`src/hw/rtl/spherical_uv_mapper_top_defines.svh`:
```
// Assertion helpers for the mapper's top-level RTL.
`ifndef SPHERICAL_UV_MAPPER_TOP_DEFINES_SVH
`define SPHERICAL_UV_MAPPER_TOP_DEFINES_SVH

// Same-cycle implication, checked outside reset.
`define SPM_ASSERT_IMPLY(label, clk, rst_n, cond, expr) \
    label: assert property (@(posedge clk) disable iff (!rst_n) (cond) |-> (expr)) \
        else $error("spm assertion failed");

// Next-cycle implication, checked outside reset.
`define SPM_ASSERT_NEXT(label, clk, rst_n, cond, expr) \
    label: assert property (@(posedge clk) disable iff (!rst_n) (cond) |=> (expr)) \
        else $error("spm assertion failed");

`endif

```
`src/hw/rtl/spm_pkg.sv`:
```
package spm_pkg;

    // Configuration register indexes.
    localparam int CFG_IDX_W = 2;
    typedef logic [CFG_IDX_W-1:0] t_cfg_index;
    localparam t_cfg_index CFG_BOX_WIDTH  = 2'd0;
    localparam t_cfg_index CFG_BOX_HEIGHT = 2'd1;
    localparam t_cfg_index CFG_BOX_DEPTH  = 2'd2;

    // Fixed-point formats: coordinates are scaled into a 32-bit word.
    localparam int SCALED_W = 32;
    localparam int N_W      = 64;   // radicand of the square root
    localparam int ROOT_W   = 32;   // radius bits
    localparam int REM_W    = 36;   // square-root partial remainder
    localparam int CIN_W    = 33;   // CORDIC operand width (radius is unsigned 32 bits)
    localparam int CD_W     = 36;   // CORDIC datapath width, covers the gain growth
    localparam int ANG_W    = 34;   // angle, one turn is 2^32

    localparam int TEX_W   = 16;
    localparam int TEX_MAX = 2**TEX_W - 1;

    localparam int ATAN_ENTRIES = 32;

    // Angle of atan(2^-i) in units of 2^-32 turn.
    localparam logic [31:0] ATAN_TURNS [ATAN_ENTRIES] = '{
        32'd536870912, 32'd316933406, 32'd167458907, 32'd85004756, 32'd42667331,
        32'd21354465, 32'd10679838, 32'd5340245, 32'd2670163, 32'd1335087,
        32'd667544, 32'd333772, 32'd166886, 32'd83443, 32'd41722, 32'd20861,
        32'd10430, 32'd5215, 32'd2608, 32'd1304, 32'd652, 32'd326, 32'd163,
        32'd81, 32'd41, 32'd20, 32'd10, 32'd5, 32'd3, 32'd1, 32'd1, 32'd0
    };

    localparam logic signed [ANG_W-1:0] HALF_TURN = {{(ANG_W-32){1'b0}}, 32'h8000_0000};

    // One result item.
    typedef struct packed {
        logic [TEX_W-1:0] tex_u;
        logic [TEX_W-1:0] tex_v;
        logic             degen;
    } t_tex_item;

endpackage

```
`src/hw/rtl/spm_delay.sv`:
```
module spm_delay
    import spm_pkg::*;
#(
    parameter int WIDTH = 8,
    parameter int DEPTH = 4
) (
    input  logic             i_clk,
    input  logic             i_en,
    input  logic [WIDTH-1:0] i_data,
    output logic [WIDTH-1:0] o_data
);

    logic [WIDTH-1:0] r_tap [DEPTH];

    // Shift line that advances with the pipeline.
    always_ff @(posedge i_clk) begin
        if (i_en) begin
            r_tap[0] <= i_data;
            for (int k = 1; k < DEPTH; k++) begin
                r_tap[k] <= r_tap[k-1];
            end
        end
    end

    assign o_data = r_tap[DEPTH-1];

endmodule

```
`config.mk`:
```
export PLATFORM = sky130hd
export DESIGN_NAME = spm_delay
export DESIGN_NICKNAME = d
export VERILOG_FILES = /design/src/hw/rtl/spherical_uv_mapper_top_defines.svh /design/src/hw/rtl/spm_pkg.sv /design/src/hw/rtl/spm_delay.sv
export SDC_FILE = /design/constraint.sdc
export NUM_CORES = 1
export LEC_CHECK = 0
export ABC_AREA = 1
export BUFFER_PORTS_ARGS = -buffer_cell sky130_fd_sc_hd__buf_2
export CORE_MARGIN = 4
export CORE_UTILIZATION = 40
export CTS_CLUSTER_SIZE = 28
export DETAILED_ROUTE_END_ITERATION = 8
export GPL_ROUTABILITY_DRIVEN = 0
export PLACE_DENSITY = 0.6
export SLEW_MARGIN = 10
export SYNTH_ARGS = -nofsm -noshare
export SYNTH_HDL_FRONTEND = slang
export SYNTH_SLANG_ARGS = --single-unit
```
`constraint.sdc`:
```
create_clock -name i_clk -period 1.4 [get_ports i_clk]
set_clock_uncertainty 0.1 [all_clocks]
set_input_delay 0.07 -clock i_clk [delete_from_list [all_inputs] [get_ports i_clk]]
set_output_delay 0.07 -clock i_clk [all_outputs]
set_load 0.02 [all_outputs]
```
==> metrics.csv <==
metric,value,unit
status,"finished, final reports clean",
nFillCells,196,
cts_made_buffers,5,
dieHeight,57.0,um
syn-cell-area,961,um2
diodes,0,
crit_path_end_kind,primary output,
ys_seq_elements,32,
root_buffer,clkbuf_4,
p_leak,0.450,nW
yosysSeqAreaShare,100,%
die_area,3250,um2
path_clk_slew,0.09,ns
core_area,2250,um2
antenna_left,0,
path_class,reg2out,
routed_wl,913,um
power,1.67,mW
required,1.23,ns
ys_warn_count,0,
clock-sinks,32,
path_max_fanout,1,
drt_first_iter_violations,1,
wl_per_cell,9.71,um
largest_reg_flops,32,
top_regs,r_tap: 32 flops,
power_density,1350,nW/um2
rsz0062_at_grt,false,
grtUsageTotal,7.67,%
grt_pass1_wl,1710,um
cts_buffer_depth,2,
arrival,0.83,ns
tns,0,ns
fin_cells,94,
synthTopCellsByArea,edfxtp_1,
syn_nets,42,
multi_input_area,0,um2
cts_tree,yes,
synth.most_common_cell,edfxtp_1,
syn-instance-count,32,
yosysUniqueCellTypes,1,
h-tree-depth,2,
rows,17,
post-dp-hpwl,493,um
synth.avg_cell_area,30.0,um2
via_per_inst,4.34,
dp_cells,78,
tightest_slew,0.290,ns
ir_worst_vdd,0.888,mV
vias,408,
initial_core_util,42.6,%
grt_overflow,0,
period_share,71.5,%
area_growth,28.0,%
first_pass_iters,2,
synth_edf_count,32,
worst_setup_path_start_kind,flop,
port_buffers,17,
grt_max_degree,22,
utilization,54.6,%
clock.fmax,999,MHz
grt_pass1_vias,394,
maxSlewHeadroom,80.7,%
drive_gt1_share,34.8,%
critPathSlowestCell,edfxtp_1,
yosys.area.top_type,edfxtp_1,
r2r_setup_slack,0.68,ns
clk_latency,0.30,ns
cp_num_buf_inv,1,
hold_path.class,in2reg,
synth_common_cells,edfxtp_1,
critPathMaxStageDelay,0.36,ns
top_register,r_tap,
fin_nets,75,
drv_cap,0,
hold_viol,0,
crit_family,flip-flops,
io_pins,18,
finalSetupViolations,0,
drc,0,
maxSlewViolCount,0,
synth_top_cell_area_share,100,%
die_width,57.0,um
antenna_found_initial,0,
synth_async_sr_flop_share,0,%
fin_crit,1.00,ns
ys.flop_type,edfxtp_1,
path_cells,buf_2,
multi_input_cells,0,
-- metrics by stage --
stage	hold slack, ns	instance area (um2)	setup WS, ns
final	0.0585	1230	0.399
after global routing	0.0408	1230	0.329
after CTS	0.0477	1230	0.372
after detailed placement	0.148	1100	0.439
after global placement	0.147	1100	0.465
after floorplan	0.0689	961	0.711
-- path summary, 6_finish.rpt --
check,cells after the start,from,end
max reg2reg,0,r_tap[1][4],r_tap[2][4]
min reg2reg,0,r_tap[2][2],r_tap[3][2]
min,1,i_en,r_tap[1][6]
max,1,r_tap[3][0],o_data[0]
-- cell families (layout without fill, tap and decap cells) --
kind of cell | Yosys count | after routing | synth area share [%]
buf+inv | 0 | 34 | 0
flops | 32 | 32 | 100
-- power by group --
group / switching (mW) / internal, mW / leakage, nW
clock: 0.254 / 0.193 / 0.0269
sequential: 0.0122 / 1.13 / 0.313
combinational: 0.0423 / 0.0371 / 0.110
total: 0.309 / 1.36 / 0.450
-- layout by cell type (no fill, tap or decap), drive strengths merged --
cell type,n
dlygate4sd3,8
buf,18
clkbuf,7
edfxtp,32
clkinv,1
-- final cells by class --
cell class	instances	area (um2)	area share (%)
sequential	32	961	78.1
timing repair buffer	26	185	15.1
clock buffer	7	45.0	3.66
tap	28	35.0	2.85
clock inverter	1	3.75	0.305
-- routing by layer --
metal	routed length, um	vias to the layer above	GRT usage (%)	share of wire, %
met2	389	22	9.46	43
met1	364	185	8.41	40
met5	0	-	0	0
met3	125	5	6.33	14
met4	34	0	5.96	3.7
li1	-	196	-	-
-- repair_timing --
item / in CTS / in global routing
hold buffers: 8 / 0
gates resized for setup: 0 / 0
hold endpoints to repair: 8 / 0
setup buffers: 0 / 0
No activity file was read; power rests on OpenSTA's default activity.
