[src/hw/rtl/spherical_uv_mapper_top_defines.svh]
// Assertion helpers for the mapper's top-level RTL.
`ifndef SPHERICAL_UV_MAPPER_TOP_DEFINES_SVH
`define SPHERICAL_UV_MAPPER_TOP_DEFINES_SVH

// Same-cycle implication, checked outside reset.
`define SPM_ASSERT_IMPLY(label, clk, rst_n, cond, expr) \
    label: assert property (@(posedge clk) disable iff (!rst_n) (cond) |-> (expr)) \
        else $error("spm assertion failed");

// Next-cycle implication, checked outside reset.
`define SPM_ASSERT_NEXT(label, clk, rst_n, cond, expr) \
    label: assert property (@(posedge clk) disable iff (!rst_n) (cond) |=> (expr)) \
        else $error("spm assertion failed");

`endif

[src/hw/rtl/spm_pkg.sv]
package spm_pkg;

    // Configuration register indexes.
    localparam int CFG_IDX_W = 2;
    typedef logic [CFG_IDX_W-1:0] t_cfg_index;
    localparam t_cfg_index CFG_BOX_WIDTH  = 2'd0;
    localparam t_cfg_index CFG_BOX_HEIGHT = 2'd1;
    localparam t_cfg_index CFG_BOX_DEPTH  = 2'd2;

    // Fixed-point formats: coordinates are scaled into a 32-bit word.
    localparam int SCALED_W = 32;
    localparam int N_W      = 64;   // radicand of the square root
    localparam int ROOT_W   = 32;   // radius bits
    localparam int REM_W    = 36;   // square-root partial remainder
    localparam int CIN_W    = 33;   // CORDIC operand width (radius is unsigned 32 bits)
    localparam int CD_W     = 36;   // CORDIC datapath width, covers the gain growth
    localparam int ANG_W    = 34;   // angle, one turn is 2^32

    localparam int TEX_W   = 16;
    localparam int TEX_MAX = 2**TEX_W - 1;

    localparam int ATAN_ENTRIES = 32;

    // Angle of atan(2^-i) in units of 2^-32 turn.
    localparam logic [31:0] ATAN_TURNS [ATAN_ENTRIES] = '{
        32'd536870912, 32'd316933406, 32'd167458907, 32'd85004756, 32'd42667331,
        32'd21354465, 32'd10679838, 32'd5340245, 32'd2670163, 32'd1335087,
        32'd667544, 32'd333772, 32'd166886, 32'd83443, 32'd41722, 32'd20861,
        32'd10430, 32'd5215, 32'd2608, 32'd1304, 32'd652, 32'd326, 32'd163,
        32'd81, 32'd41, 32'd20, 32'd10, 32'd5, 32'd3, 32'd1, 32'd1, 32'd0
    };

    localparam logic signed [ANG_W-1:0] HALF_TURN = {{(ANG_W-32){1'b0}}, 32'h8000_0000};

    // One result item.
    typedef struct packed {
        logic [TEX_W-1:0] tex_u;
        logic [TEX_W-1:0] tex_v;
        logic             degen;
    } t_tex_item;

endpackage

[src/hw/rtl/spm_isqrt.sv]
module spm_isqrt
    import spm_pkg::*;
(
    input  logic              i_clk,
    input  logic              i_rst_n,
    input  logic              i_en,
    input  logic              i_valid,
    input  logic [N_W-1:0]    i_n,
    output logic              o_valid,
    output logic [ROOT_W-1:0] o_root
);

    typedef struct packed {
        logic [REM_W-1:0]  rem;
        logic [ROOT_W-1:0] root;
    } t_step;

    // One restoring square-root digit: bring down two radicand bits, try a one.
    function automatic t_step sqrt_step(input logic [REM_W-1:0] rem,
                                        input logic [ROOT_W-1:0] root,
                                        input logic [1:0] pair);
        logic [REM_W-1:0] rem_sh;
        logic [REM_W-1:0] trial;
        t_step res;
        rem_sh = {rem[REM_W-3:0], pair};
        trial  = REM_W'({root, 2'b01});
        if (rem_sh >= trial) begin
            res.rem  = rem_sh - trial;
            res.root = {root[ROOT_W-2:0], 1'b1};
        end else begin
            res.rem  = rem_sh;
            res.root = {root[ROOT_W-2:0], 1'b0};
        end
        return res;
    endfunction

    logic [N_W-1:0]    r_n    [ROOT_W-1];
    logic [N_W-1:0]    n_n    [ROOT_W-1];
    logic [REM_W-1:0]  r_rem  [ROOT_W-1];
    logic [REM_W-1:0]  n_rem  [ROOT_W-1];
    logic [ROOT_W-1:0] r_root [ROOT_W-1];
    logic [ROOT_W-1:0] n_root [ROOT_W-1];
    logic [ROOT_W-1:0] r_last_root;
    logic [ROOT_W-1:0] n_last_root;
    logic              r_valid [ROOT_W];

    // Each stage settles one root bit from the previous stage's registers.
    always_comb begin : p_next
        t_step st;
        st = sqrt_step('0, '0, i_n[N_W-1 -: 2]);
        n_rem[0]  = st.rem;
        n_root[0] = st.root;
        n_n[0]    = i_n << 2;
        for (int k = 1; k < ROOT_W - 1; k++) begin
            st = sqrt_step(r_rem[k-1], r_root[k-1], r_n[k-1][N_W-1 -: 2]);
            n_rem[k]  = st.rem;
            n_root[k] = st.root;
            n_n[k]    = r_n[k-1] << 2;
        end
        st = sqrt_step(r_rem[ROOT_W-2], r_root[ROOT_W-2], r_n[ROOT_W-2][N_W-1 -: 2]);
        n_last_root = st.root;
    end

    // Valid bits travel with the stages.
    always_ff @(posedge i_clk) begin
        if (!i_rst_n) begin
            for (int k = 0; k < ROOT_W; k++) begin
                r_valid[k] <= 1'b0;
            end
        end else if (i_en) begin
            r_valid[0] <= i_valid;
            for (int k = 1; k < ROOT_W; k++) begin
                r_valid[k] <= r_valid[k-1];
            end
        end
    end

    // Stage payload.
    always_ff @(posedge i_clk) begin
        if (i_en) begin
            for (int k = 0; k < ROOT_W - 1; k++) begin
                r_n[k]    <= n_n[k];
                r_rem[k]  <= n_rem[k];
                r_root[k] <= n_root[k];
            end
            r_last_root <= n_last_root;
        end
    end

    assign o_valid = r_valid[ROOT_W-1];
    assign o_root  = r_last_root;

endmodule

[config.mk]
export PLATFORM = sky130hd
export DESIGN_NAME = spm_isqrt
export DESIGN_NICKNAME = d
export VERILOG_FILES = /design/src/hw/rtl/spherical_uv_mapper_top_defines.svh /design/src/hw/rtl/spm_pkg.sv /design/src/hw/rtl/spm_isqrt.sv
export SDC_FILE = /design/constraint.sdc
export NUM_CORES = 2
export LEC_CHECK = 0
export BUFFER_PORTS_ARGS = -buffer_cell sky130_fd_sc_hd__buf_2
export CELL_PAD_IN_SITES_DETAIL_PLACEMENT = 0
export CELL_PAD_IN_SITES_GLOBAL_PLACEMENT = 1
export CORE_MARGIN = 2
export CORE_UTILIZATION = 37
export CTS_CLUSTER_SIZE = 30
export DETAILED_ROUTE_END_ITERATION = 10
export PLACE_DENSITY_LB_ADDON = 0.1
export REMOVE_ABC_BUFFERS = 1
export SLEW_MARGIN = 20
export SYNTH_ARGS = -nofsm -noshare
export SYNTH_HDL_FRONTEND = slang
export SYNTH_MEMORY_MAX_BITS = 65536
export SYNTH_SLANG_ARGS = --single-unit
export TNS_END_PERCENT = 100
[constraint.sdc]
create_clock -name i_clk -period 3.2 [get_ports i_clk]
set_input_delay 0.32 -clock i_clk [delete_from_list [all_inputs] [get_ports i_clk]]
set_output_delay 0.32 -clock i_clk [all_outputs]
set_load 0.02 [all_outputs]
==> impl_metrics.yaml <==
outcome:
  status: "finished with violations"
  violations: "negative setup slack"
sta:
  fin_ws_ps: -221
  finalSetupViolCount: 127
  worst_slew_margin_rel: 0.475
  period_share: 1.07
  grt_setup_unrepaired: "true"
  slew_at_the_pin_closest_to_its_max_slew_limit_ps: 779
  slew_viol_final: 0
  final_hold_violation_count: 0
  whs_ps: 121
  max_freq_mhz: 292
  finalCriticalPeriod_ps: 3420
  finClkSkew_ps: 69.0
die:
  design.die.area_sq_um: 324000
  initial_utilization: 0.372
  design.core.area_sq_um: 318000
  die_width_um: 569
  core.rowCount: 207
  ios: 101
  die_height_um: 569
clock_tree:
  tritoncts: "done"
  inserted_clock_buffers: 298
  clock-root-buffer: "sky130_fd_sc_hd__clkbuf_16"
  clkSinkCount: 2555
  clk_pin_slew_worst_paths_ps: 60
  cts.htree.levels: 5
  clock_path_buffers: 4
  clk-insertion-delay-late_ps: 920
placed_design:
  dp_hpwl_mm: 203
  placement_cell_area_sq_um: 133000
  port_bufs: 100
  finalWeightedCongestion: 0.858
  placed_cells_incl_taps: 14400
  place_ws_ps: -629
logic_synthesis:
  register_area_share_after_synthesis: 0.648
  ys_seq_elements: 2555
  synth.largest_area_cell: "sky130_fd_sc_hd__edfxtp_1"
  yosysWarningCount: 0
  synth_flop_cell: "sky130_fd_sc_hd__edfxtp_1"
  synth_top_family_by_area: "simple AND/OR/NAND/NOR gates"
  synthMuxAreaShare: 0.0105
  synth_compound_gate_area_share: 0.0944
  synthesized_area_fraction_occupied_by_adder_cells: 0.0594
  synth_top_cell_area_share: 0.648
  synthCells: 9062
  synthXorXnorAreaFrac: 0.0623
  async_reset_ff_frac: 0
  synth-simple-area-share: 0.0973
  synth_edf_count: 2554
  synthDistinctLibCells: 95
  synth_area_sq_um: 118000
  synth.avg_cell_area_sq_um: 13.1
  synth.top_cells.by_area: "sky130_fd_sc_hd__edfxtp_1, sky130_fd_sc_hd__ha_1, sky130_fd_sc_hd__xnor2_1"
critical_path:
  timing.rr.end: "r_rem[0][553]"
  crit_path_top_delay_cell: "sky130_fd_sc_hd__or4_4"
  worstSetupEndpointType: "flop"
  worstPathArrival_ps: 4020
  rrSetupSlack_ps: -220
  critPathKind: "flop to flop"
  cp_max_fo: 7
  cp_num_buf_inv: 1
  critPathLaunchType: "flop"
  worstSetupPathDepth: 9
  reg2regPathDepth: 9
  worst_path_largest_cell_delay_ps: 550
  critical_path.cell_chain: "or4_4, or3_4, or4_4, or3_4, nor3_4, o2111ai_2, a41o_4, clkbuf_16, mux2_2"
  crit_required_ps: 3800
  critical_path.top_delay_family: "simple AND/OR/NAND/NOR gates"
  crit-reg2reg-launch: "r_rem[0][524]"
drt:
  finalWirelength_mm: 280
  via_count: 74500
  count_of_unresolved_drc_violations_after_routing: 0
  drt_first_pass_iters: 6
  drt_iter0_markers: 4355
  route.antenna.remaining_nets: 0
  routed_wire_length_per_instance_um: 18.5
  vias_per_cell: 4.92
min_path:
  hp-class: "input port to flop"
  launch_instance_of_the_worst_min_delay_path: "i_n[2]"
  endpoint_of_the_worst_hold_path: "r_n[0][2]"
  timing.hold.worst_path_depth: 2
power_and_ir_drop:
  powerDensity_nw_per_um2: 694
  power.sequential.fraction: 0.436
  power.combinational.fraction: 0.230
  cell_internal_pwr_w: 0.0739
  total_power_w: 0.103
  ir_worst_vdd_mv: 0.527
  share_clk_of_total_power: 0.333
  switching_power_as_a_share_of_total_power: 0.284
  p_leak_nw: 58.6
  p_sw_w: 0.0294
cells_and_area:
  final_common_cell: "sky130_fd_sc_hd__edfxtp_1"
  final_design_area_no_fill_sq_um: 149000
  layout.cells.non_filler: 15100
  area_growth_syn_to_layout_pct: 25.8
  layout_common_cells: "sky130_fd_sc_hd__edfxtp_1, sky130_fd_sc_hd__buf_4, sky130_fd_sc_hd__inv_1"
  net_total_in_the_final_layout: 11400
  fillers: 28400
  ratio_of_cells_with_drive_above_1_in_the_final_layout: 0.235
grt:
  groute.usage.overall: 0.168
  grt_start_max_net_pins: 132
  grt_pass1_wl_mm: 431
  antenna_found_initial: 3
  vias_in_the_first_global_route: 75600
  grt_remaining_overflow: 0
job:
  drv.max_cap_violation_count: 0
synth_stat cells, types with 45 or more instances:
library cell and number:
sky130_fd_sc_hd__edfxtp_1 2554, sky130_fd_sc_hd__clkbuf_1 132, sky130_fd_sc_hd__nor2_1 644, sky130_fd_sc_hd__ha_1 562, sky130_fd_sc_hd__nor3_1 215, sky130_fd_sc_hd__or2_2 45
sky130_fd_sc_hd__a31oi_1 46, sky130_fd_sc_hd__and3_1 62, sky130_fd_sc_hd__a21o_1 243, sky130_fd_sc_hd__o21bai_1 62, sky130_fd_sc_hd__nor2b_1 75, sky130_fd_sc_hd__nand3_1 134
sky130_fd_sc_hd__nand4_1 89, sky130_fd_sc_hd__o21a_1 108, sky130_fd_sc_hd__or3_1 89, sky130_fd_sc_hd__nand2_1 558, sky130_fd_sc_hd__nor4_1 110, sky130_fd_sc_hd__xnor2_1 428
sky130_fd_sc_hd__xor2_1 414, sky130_fd_sc_hd__or4_1 52, sky130_fd_sc_hd__inv_1 690, sky130_fd_sc_hd__nand2b_1 132, sky130_fd_sc_hd__mux2_2 105, sky130_fd_sc_hd__o21ai_0 427
sky130_fd_sc_hd__a21oi_1 585
state kept, by name, summed over array words and instances (netlist names):
name	count
r_n	992
r_rem	1003
o_root	32
r_valid	32
r_root	496
metal layers:
metal	track usage	up-vias	share of wire
met3	0.0188	435	0.029
li1	-	36900	-
met5	0	-	0
met4	0.0517	0	0.029
met2	0.300	984	0.51
met1	0.213	36200	0.44
how the worst max path moves through the flow:
stage             startpoint            end  slack (ps)
2_1_floorplan  r_rem[0][468]  r_rem[0][531]       -2900
3_3_place_gp   r_root[1][96]  r_rem[1][174]        -590
3_5_place_dp   r_root[1][96]  r_rem[1][171]        -630
4_1_cts        r_rem[0][524]  r_rem[0][546]        -210
5_1_grt        r_rem[0][222]  r_rem[0][275]        -340
6_report       r_rem[0][524]  r_rem[0][553]        -220
logic make-up after synthesis:
kind of cell / Yosys count
compound gates: 1795
xor+xnor: 842
fa+ha+maj: 562
buf+inv: 855
flops: 2555
mux: 111
other cells: 1
simple gates: 2341
per-stage QoR:
stage                      util  TNS [ps]
after floorplan               -   -359740
after global placement    0.418    -61240
final                     0.468    -10930
after CTS                 0.457     -8930
after global routing      0.468    -36600
after detailed placement  0.418    -73150
power by group through the flow:
stage / clock [W] / sequential (W) / combinational (W)
finish: 0.0344 / 0.0451 / 0.0238
global route: 0.0369 / 0.0455 / 0.0263
CTS: 0.0357 / 0.0451 / 0.0228
detailed placement: 0 / 0.0457 / 0.0219
global placement: 0 / 0.0458 / 0.0218
floorplan: 0 / 0.0444 / 0.0137
final cells by class:
type	instances	area (sq um)	area share
repair buffers	1522	12500	0.0842
well taps	4180	5230	0.0351
inverters	691	2600	0.0175
clock buffers	361	7760	0.0521
multi-input cells	5654	41800	0.281
diodes	1	2.50	0.0000168
flip-flops and latches	2555	76700	0.516
clock inverters	181	2180	0.0146
what timing repair did:
action	CTS	global route
resized for setup	268	528
setup endpoints to repair	533	600
endpoints found under the hold margin	94	0
pin swaps	64	191
hold buffers	69	0
gates cloned	5	14
setup buffers	49	103
Note: power is estimated with default switching activity, not from simulation.
