$ cat config.mk
export PLATFORM = sky130hd
export DESIGN_NAME = spm_skid
export DESIGN_NICKNAME = d
export VERILOG_FILES = /design/src/hw/rtl/spherical_uv_mapper_top_defines.svh /design/src/hw/rtl/spm_pkg.sv /design/src/hw/rtl/spm_skid.sv
export SDC_FILE = /design/constraint.sdc
export NUM_CORES = 1
export LEC_CHECK = 0
export BUFFER_PORTS_ARGS = -buffer_cell sky130_fd_sc_hd__buf_2
export CAP_MARGIN = 0
export CORE_UTILIZATION = 51
export CTS_CLUSTER_DIAMETER = 60
export DETAILED_ROUTE_END_ITERATION = 8
export GPL_TIMING_DRIVEN = 0
export HOLD_SLACK_MARGIN = 0.12
export MAX_ROUTING_LAYER = met4
export PLACE_DENSITY = 0.87
export REMOVE_ABC_BUFFERS = 1
export SYNTH_ARGS = -nofsm -noshare
export SYNTH_HDL_FRONTEND = slang
export SYNTH_SLANG_ARGS = --single-unit
$ cat constraint.sdc
create_clock -name i_clk -period 3.84 [get_ports i_clk]
set_clock_uncertainty 0.15 [all_clocks]
set_input_delay 0 -clock i_clk [delete_from_list [all_inputs] [get_ports i_clk]]
set_output_delay 0 -clock i_clk [all_outputs]
set_load 0.01 [all_outputs]
$ cat src/hw/rtl/spherical_uv_mapper_top_defines.svh
// Assertion helpers for the mapper's top-level RTL.
`ifndef SPHERICAL_UV_MAPPER_TOP_DEFINES_SVH
`define SPHERICAL_UV_MAPPER_TOP_DEFINES_SVH

// Same-cycle implication, checked outside reset.
`define SPM_ASSERT_IMPLY(label, clk, rst_n, cond, expr) \
    label: assert property (@(posedge clk) disable iff (!rst_n) (cond) |-> (expr)) \
        else $error("spm assertion failed");

// Next-cycle implication, checked outside reset.
`define SPM_ASSERT_NEXT(label, clk, rst_n, cond, expr) \
    label: assert property (@(posedge clk) disable iff (!rst_n) (cond) |=> (expr)) \
        else $error("spm assertion failed");

`endif

$ cat src/hw/rtl/spm_pkg.sv
package spm_pkg;

    // Configuration register indexes.
    localparam int CFG_IDX_W = 2;
    typedef logic [CFG_IDX_W-1:0] t_cfg_index;
    localparam t_cfg_index CFG_BOX_WIDTH  = 2'd0;
    localparam t_cfg_index CFG_BOX_HEIGHT = 2'd1;
    localparam t_cfg_index CFG_BOX_DEPTH  = 2'd2;

    // Fixed-point formats: coordinates are scaled into a 32-bit word.
    localparam int SCALED_W = 32;
    localparam int N_W      = 64;   // radicand of the square root
    localparam int ROOT_W   = 32;   // radius bits
    localparam int REM_W    = 36;   // square-root partial remainder
    localparam int CIN_W    = 33;   // CORDIC operand width (radius is unsigned 32 bits)
    localparam int CD_W     = 36;   // CORDIC datapath width, covers the gain growth
    localparam int ANG_W    = 34;   // angle, one turn is 2^32

    localparam int TEX_W   = 16;
    localparam int TEX_MAX = 2**TEX_W - 1;

    localparam int ATAN_ENTRIES = 32;

    // Angle of atan(2^-i) in units of 2^-32 turn.
    localparam logic [31:0] ATAN_TURNS [ATAN_ENTRIES] = '{
        32'd536870912, 32'd316933406, 32'd167458907, 32'd85004756, 32'd42667331,
        32'd21354465, 32'd10679838, 32'd5340245, 32'd2670163, 32'd1335087,
        32'd667544, 32'd333772, 32'd166886, 32'd83443, 32'd41722, 32'd20861,
        32'd10430, 32'd5215, 32'd2608, 32'd1304, 32'd652, 32'd326, 32'd163,
        32'd81, 32'd41, 32'd20, 32'd10, 32'd5, 32'd3, 32'd1, 32'd1, 32'd0
    };

    localparam logic signed [ANG_W-1:0] HALF_TURN = {{(ANG_W-32){1'b0}}, 32'h8000_0000};

    // One result item.
    typedef struct packed {
        logic [TEX_W-1:0] tex_u;
        logic [TEX_W-1:0] tex_v;
        logic             degen;
    } t_tex_item;

endpackage

$ cat src/hw/rtl/spm_skid.sv
module spm_skid
    import spm_pkg::*;
(
    input  logic      i_clk,
    input  logic      i_rst_n,
    input  logic      i_valid,
    input  t_tex_item i_item,
    output logic      o_hold,
    output logic      o_valid,
    output t_tex_item o_item,
    input  logic      i_stall
);

    logic      r_out_valid;
    logic      n_out_valid;
    logic      r_skid_valid;
    logic      n_skid_valid;
    t_tex_item r_out;
    t_tex_item n_out;
    t_tex_item r_skid;
    logic      take;
    logic      push;
    logic      load_out;
    logic      load_skid;
    logic      sel_skid;

    assign take = r_out_valid && !i_stall;
    assign push = i_valid && !r_skid_valid;

    // The skid register catches an item when the output register is blocked.
    always_comb begin
        n_out_valid  = r_out_valid;
        n_skid_valid = r_skid_valid;
        load_out     = 1'b0;
        load_skid    = 1'b0;
        sel_skid     = 1'b0;
        if (r_skid_valid) begin
            if (take) begin
                load_out     = 1'b1;
                sel_skid     = 1'b1;
                n_skid_valid = 1'b0;
            end
        end else if (push) begin
            if (!r_out_valid || take) begin
                load_out    = 1'b1;
                n_out_valid = 1'b1;
            end else begin
                load_skid    = 1'b1;
                n_skid_valid = 1'b1;
            end
        end else if (take) begin
            n_out_valid = 1'b0;
        end
        n_out = sel_skid ? r_skid : i_item;
    end

    always_ff @(posedge i_clk) begin
        if (!i_rst_n) begin
            r_out_valid  <= 1'b0;
            r_skid_valid <= 1'b0;
        end else begin
            r_out_valid  <= n_out_valid;
            r_skid_valid <= n_skid_valid;
        end
    end

    always_ff @(posedge i_clk) begin
        if (load_out) begin
            r_out <= n_out;
        end
        if (load_skid) begin
            r_skid <= i_item;
        end
    end

    assign o_hold  = r_skid_valid;
    assign o_valid = r_out_valid;
    assign o_item  = r_out;

endmodule
==> run summary, run 1 <==
vias in the first global route - 1429
maximum buffer depth of the clock tree - 2
Main synth FF type - edfxtp_1
n_diodes - 0
drt wl/cell - 14.6 um
clock network power share - 33.9%
placed insts - 251
Post-synth top cells - edfxtp_1 (66), mux2_4 (30), buf_6 (3), mux2_2 (3)
power density cells - 430 mW/mm2
Max-cap violations - 0
peak fanout along the critical path - 33
initial drt markers - 64
CTS sink count - 68
Root Buffer - clkbuf_8
Crit Path Class - reg2reg
sequential element share of the synthesized area - 77.3%
Power, Total - 1.55 mW
post-CTS setup buffer count - 0
Crit path required time - 3760 ps
Die Height - 73.6 um
RSZ-0062 raised after global routing - no
Routed Antenna Nets - 0
all-layer global routing usage - 17.9%
NetSw - 0.312 mW
post_cts resized - 0
initial core utilization - 54.3%
Final period util - 50.2%
Final WS setup - 1910 ps
synth top area cells - edfxtp_1 (76%), mux2_4 (17%), dfxtp_1 (1.5%)
Final Hold Viols - 0
grt ovf - 0
P&R area growth vs syn - 38.1%
Hold WS - 162 ps
Port Buf Inserts - 71
die width - 73.6 um
sequential share of power - 55.9%
Via density - 4.68
standard-cell rows - 25
core area - 0.00482 mm2
Slew Viols, Final - 0
initial antenna violation count - 0
Worst Tran Pin Value - 914 ps
DIE AREA - 0.00542 mm2
Ys Warns - 0
Pleak - 1.53 nW
Worst slew margin - 38.9%
fraction of registers with async set/reset - 0%
crit path capture type - flip-flop
gpl congestion - 0.646
area leader, netlist - edfxtp_1
critical path arrival - 1850 ps
Yosys cell types - 14
Max Fclk - 518 MHz
setup_tns - 0 ps
hpwl dp - 2590 um
H-Tree Depth - 3
worst vdd ir - 0.286 mV
Logic pwr share - 10.2%
switching share of power - 20.1%
HP Class - in2reg
fin cells - 303
Critical Path Source Type - flip-flop
via count - 1418
Post-synth EDFFs - 66
final net count - 269
flop and latch count out of synthesis - 68
First-pass DRT Iterations - 4
fin crit period - 1930 ps
I/O Pins - 72
syn avg cell area - 22.8 um2
TritonCTS clock tree - built
internal power - 1.24 mW
Setup WS pre-CTS - 1910 ps
most frequent cell after synthesis - edfxtp_1
DRC Markers - 0
Routed WL - 4420 um
largest net degree at the start of global routing - 34
Cells after Synth - 115
status - complete, no violations
Num CTS Buffers - 9
setup violators final - 0
clock latency on the worst-skew pair - 330 ps
post-synth top area share - 75.8%
Post-Syn Area - 0.00262 mm2
first-pass GRT wire length - 6620 um
proportion of layout cells with a drive suffix above 1 - 50.4%
Clock transition at path regs - 70 ps
## per-stage QoR
step           util, %  area [um2]
2_1_floorplan        -        2580
3_3_place_gp      62.7        3020
3_5_place_dp      63.7        3070
4_1_cts           75.0        3610
5_1_grt           75.0        3610
6_report          75.0        3610
## routing by layer
| metal | part of all wire, % | GRT usage [%] | vias to the layer above |
|---|---|---|---|
| met4 | 1.8 | 9.62 | 0 |
| met2 | 49 | 27.6 | 54 |
| met5 | 0 | - | - |
| met1 | 44 | 21.5 | 667 |
| li1 | - | - | 689 |
| met3 | 5.2 | 4.80 | 8 |
## power by group through the flow
stage          Combinational, mW  Clock [mW]  Sequential [mW]
2_1_floorplan             0.0462           0            0.903
3_3_place_gp               0.116           0            0.888
3_5_place_dp               0.129           0            0.885
4_1_cts                    0.159       0.540            0.869
5_1_grt                    0.171       0.571            0.873
6_report                   0.158       0.527            0.870
## registers in the layout, indices dropped and copies added, names as in the netlist
name	count
o_hold	1
o_item	33
r_skid	33
o_valid	1
## cell families (layout without fill, tap and decap cells)
logic type      count (synthesis)  count (layout)  share of synthesized area, %
buf+inv                         3             124                          1.29
mux                            33              33                          18.5
flops                          68              68                          77.3
simple gates                    7               7                          1.96
compound gates                  4               4                         0.956
## final timing paths
check / start / endpoint / slack, ps / depth (start not counted)
setup / recovery: o_valid / o_item[14] / 1910 / 2
setup reg to reg: o_valid / o_item[14] / 1910 / 2
hold / removal: i_stall / o_item[0] / 160 / 3
hold reg to reg: r_skid[6] / o_item[6] / 400 / 1
## cells in the final DEF, fill, tap and decap left out, drive strengths merged, types with 2 or more instances in the layout
cell,synthesis,routed
clkbuf,0,12
clkinv,0,2
mux2,33,33
nand2,2,2
buf,3,72
dfxtp,2,2
a21boi,2,2
dlygate4sd3,0,37
edfxtp,66,66
## critical path, stage by stage (launching register included)
cell,delay [ps]
dfxtp_1,470
nand3b_4,530
mux2_4,500
## final cells by class
type	instances	area [um2]
fill	294	1200
multi-input combinational	44	579
clock inverter	3	38.8
clock buffer	12	135
tap	67	83.8
timing repair buffer	109	753
sequential	68	2020
## timing repair
action	4_1_cts	5_1_grt
endpoints found under the hold margin	68	0
setup endpoints to repair	0	0
hold buffers	37	0
No activity file was read; power rests on OpenSTA's default activity.
==> run 2, diff against run 1 <==
Settings changed: CORE_UTILIZATION 51 to 46, PLACE_DENSITY 0.87 to 0.83.
Clock period 3.84 ns to 1.6 ns, I/O delays scaled along.
==> run 2 against run 1 <==
Hold slack improved by 74 ps. Global-route usage up 1.1 points. Sequential power increased by 140%. Power rose by 140%. First-iteration DRC count grew 55%. Sequential share of layout area is 2.4 points lower. Largest cell class unchanged. Clock power increased by 140%. Highest routed layer unchanged. Wire length grew 13%. Clock-buffer cell count down 3. Maximum frequency grew 26%.
==> run summary, run 2 (synthesis gave the netlist of run 1 again) <==
fin crit period - 1530 ps (-403 ps)
most common cell after layout, fill and taps aside - buf_2
DIE AREA - 0.00599 mm2 (+11%)
Core Util, Final - 68.7% (-6.3 points)
via count - 1466 (+3.4%)
setup_tns - 0 ps (unchanged)
First-pass DRT Iterations - 4 (unchanged)
Via density - 4.58 (-2.1%)
Max stage delay on crit path - 570 ps (+40 ps)
H-Tree Depth - 3 (unchanged)
DRC Markers - 0 (unchanged)
vias in the first global route - 1569 (+9.8%)
Final Hold Viols - 0 (unchanged)
core area - 0.00551 mm2 (+14%)
CP Buf/Inv Count - 1 (+1)
HP Class - in2reg
Crit Path Class - reg2reg
Worst slew margin - 84.3% (+45 points)
switching share of power - 23.4% (+3.3 points)
gpl congestion - 0.639 (-1.1%)
Port Buf Inserts - 71 (unchanged)
initial antenna violation count - 0 (unchanged)
CTS sink count - 68 (unchanged)
Worst Tran Pin Value - 234 ps (-680 ps)
min-delay src - i_item[27]
post-placement cell area - 0.00307 mm2 (+0.20%)
Max-cap violations - 0 (unchanged)
RSZ-0062 raised after global routing - no
Crit path required time - 1730 ps (-2030 ps)
Max Fclk - 655 MHz (+26%)
RR Startpoint - o_valid
proportion of layout cells with a drive suffix above 1 - 55.6% (+5.2 points)
Pleak - 1.61 nW (+5.3%)
TritonCTS clock tree - built
critical path arrival - 1650 ps (-200 ps)
cell area after layout - 0.00378 mm2 (+4.7%)
crit path capture type - flip-flop
Routed Antenna Nets - 0 (unchanged)
Clock transition at path regs - 80 ps (about the same)
setup violators final - 0 (unchanged)
status - complete, no violations
drt wl/cell - 15.7 um (+7.4%)
I/O Pins - 72 (unchanged)
worst vdd ir - 0.616 mV (+120%)
standard-cell rows - 27 (+8.0%)
Die Height - 77.4 um (+5.1%)
maximum buffer depth of the clock tree - 2 (unchanged)
internal power - 2.86 mW (+130%)
NetSw - 0.874 mW (+180%)
initial core utilization - 47.5% (-6.8 points)
fill count - 352 (+20%)
CP top delay family - buffers and inverters
grt ovf - 0 (unchanged)
hpwl dp - 2590 um (-0.25%)
Routed WL - 5020 um (+13%)
largest net degree at the start of global routing - 23 (-32%)
Final period util - 95.4% (+45 points)
power density cells - 988 mW/mm2 (+130%)
Logic pwr share - 11.0% (+0.8 points)
critical path's slowest cell - dlygate4sd3_1
critical path startpoint - o_valid
Num CTS Buffers - 9 (unchanged)
Slew Viols, Final - 0 (unchanged)
Critical Path Source Type - flip-flop
P&R area growth vs syn - 44.5%
all-layer global routing usage - 19.0% (+1.1 points)
clock network power share - 33.1% (-0.8 points)
CP Cell Sequence - a21oi_1 > nor3b_1 > dlygate4sd3_1
Root Buffer - clkbuf_8
n_diodes - 0 (unchanged)
first-pass GRT wire length - 7820 um (+18%)
clock latency on the worst-skew pair - 340 ps (about the same)
final net count - 280 (+4.1%)
die width - 77.4 um (+5.1%)
initial drt markers - 99 (+55%)
peak fanout along the critical path - 8 (-76%)
sequential share of power - 55.9% (about the same)
most frequent cells in the layout - buf_2 (71), edfxtp_1 (66), dlygate4sd3_1 (37), mux2_4 (30), clkbuf_8 (9)
==> run 2: cell count changes in the layout (fill, tap and decap cells not counted), moves of 2 or more <==
cell,delta
dfxtp_2,+2
clkbuf_1,-3
dfxtp_1,-2
inv_6,+2
buf_4,+5
buf_12,+4
clkinvlp_4,+4
==> run 2: path summary, 6_finish.rpt <==
kind / to / slack, ps / cells after the start
setup / recovery: o_hold / 70 / 3
hold / removal: r_skid[27] / 240 / 2
setup reg to reg: o_hold / 70 / 3
hold reg to reg: o_item[21] / 400 / 1
==> run 2: timing repair <==
| item | 4_1_cts | 5_1_grt |
|---|---|---|
| cloned | 2 | 0 |
| pin swaps | 3 | 0 |
| hold endpoints to repair | 78 | 0 |
| hold buffers | 37 | 0 |
| buffers inserted | 9 | 0 |
| setup endpoints to repair | 99 | 41 |
| gates resized for setup | 6 | 1 |
==> run 2: per-stage QoR <==
step           hold slack, ps  cells  setup WS, ps  power (mW)
4_1_cts                   219    320       0.00744        3.78
5_1_grt                   227    320          29.0        3.90
3_5_place_dp             44.4    256          -329        2.43
3_3_place_gp             42.9    255         -3090        2.41
6_report                  236    320          74.0        3.74
2_1_floorplan           -51.1    112         -2030        2.28
==> run 2: layout make-up <==
class	instances	area, um2	share of cell area (%)
clock inverters	7	51.3	1.36
repair buffers	118	871	23.0
flip-flops and latches	68	2020	53.5
multi-input cells	46	621	16.4
well taps	72	90.1	2.38
clock buffers	9	124	3.28
==> run 2: worst reg2reg max path: stages (launching register included) <==
cell and delay [ps]:
dfxtp_2 460, a21oi_1 100, nor3b_1 200, dlygate4sd3_1 570
==> run 2: routing by layer <==
layer / global-route usage (%) / vias up / routed length, um
met5: - / - / 0
met4: 8.49 / 0 / 101
li1: - / 713 / -
met3: 4.82 / 11 / 249
met2: 30.0 / 60 / 2410
met1: 23.0 / 682 / 2260
==> run 2: power groups by stage <==
| stage | Clock (mW) | Combinational [mW] | Sequential [mW] |
|---|---|---|---|
| final | 1.24 | 0.412 | 2.09 |
| after global routing | 1.36 | 0.440 | 2.10 |
| after CTS | 1.28 | 0.411 | 2.09 |
| after detailed placement | 0 | 0.309 | 2.12 |
| after global placement | 0 | 0.279 | 2.13 |
| after floorplan | 0 | 0.111 | 2.17 |
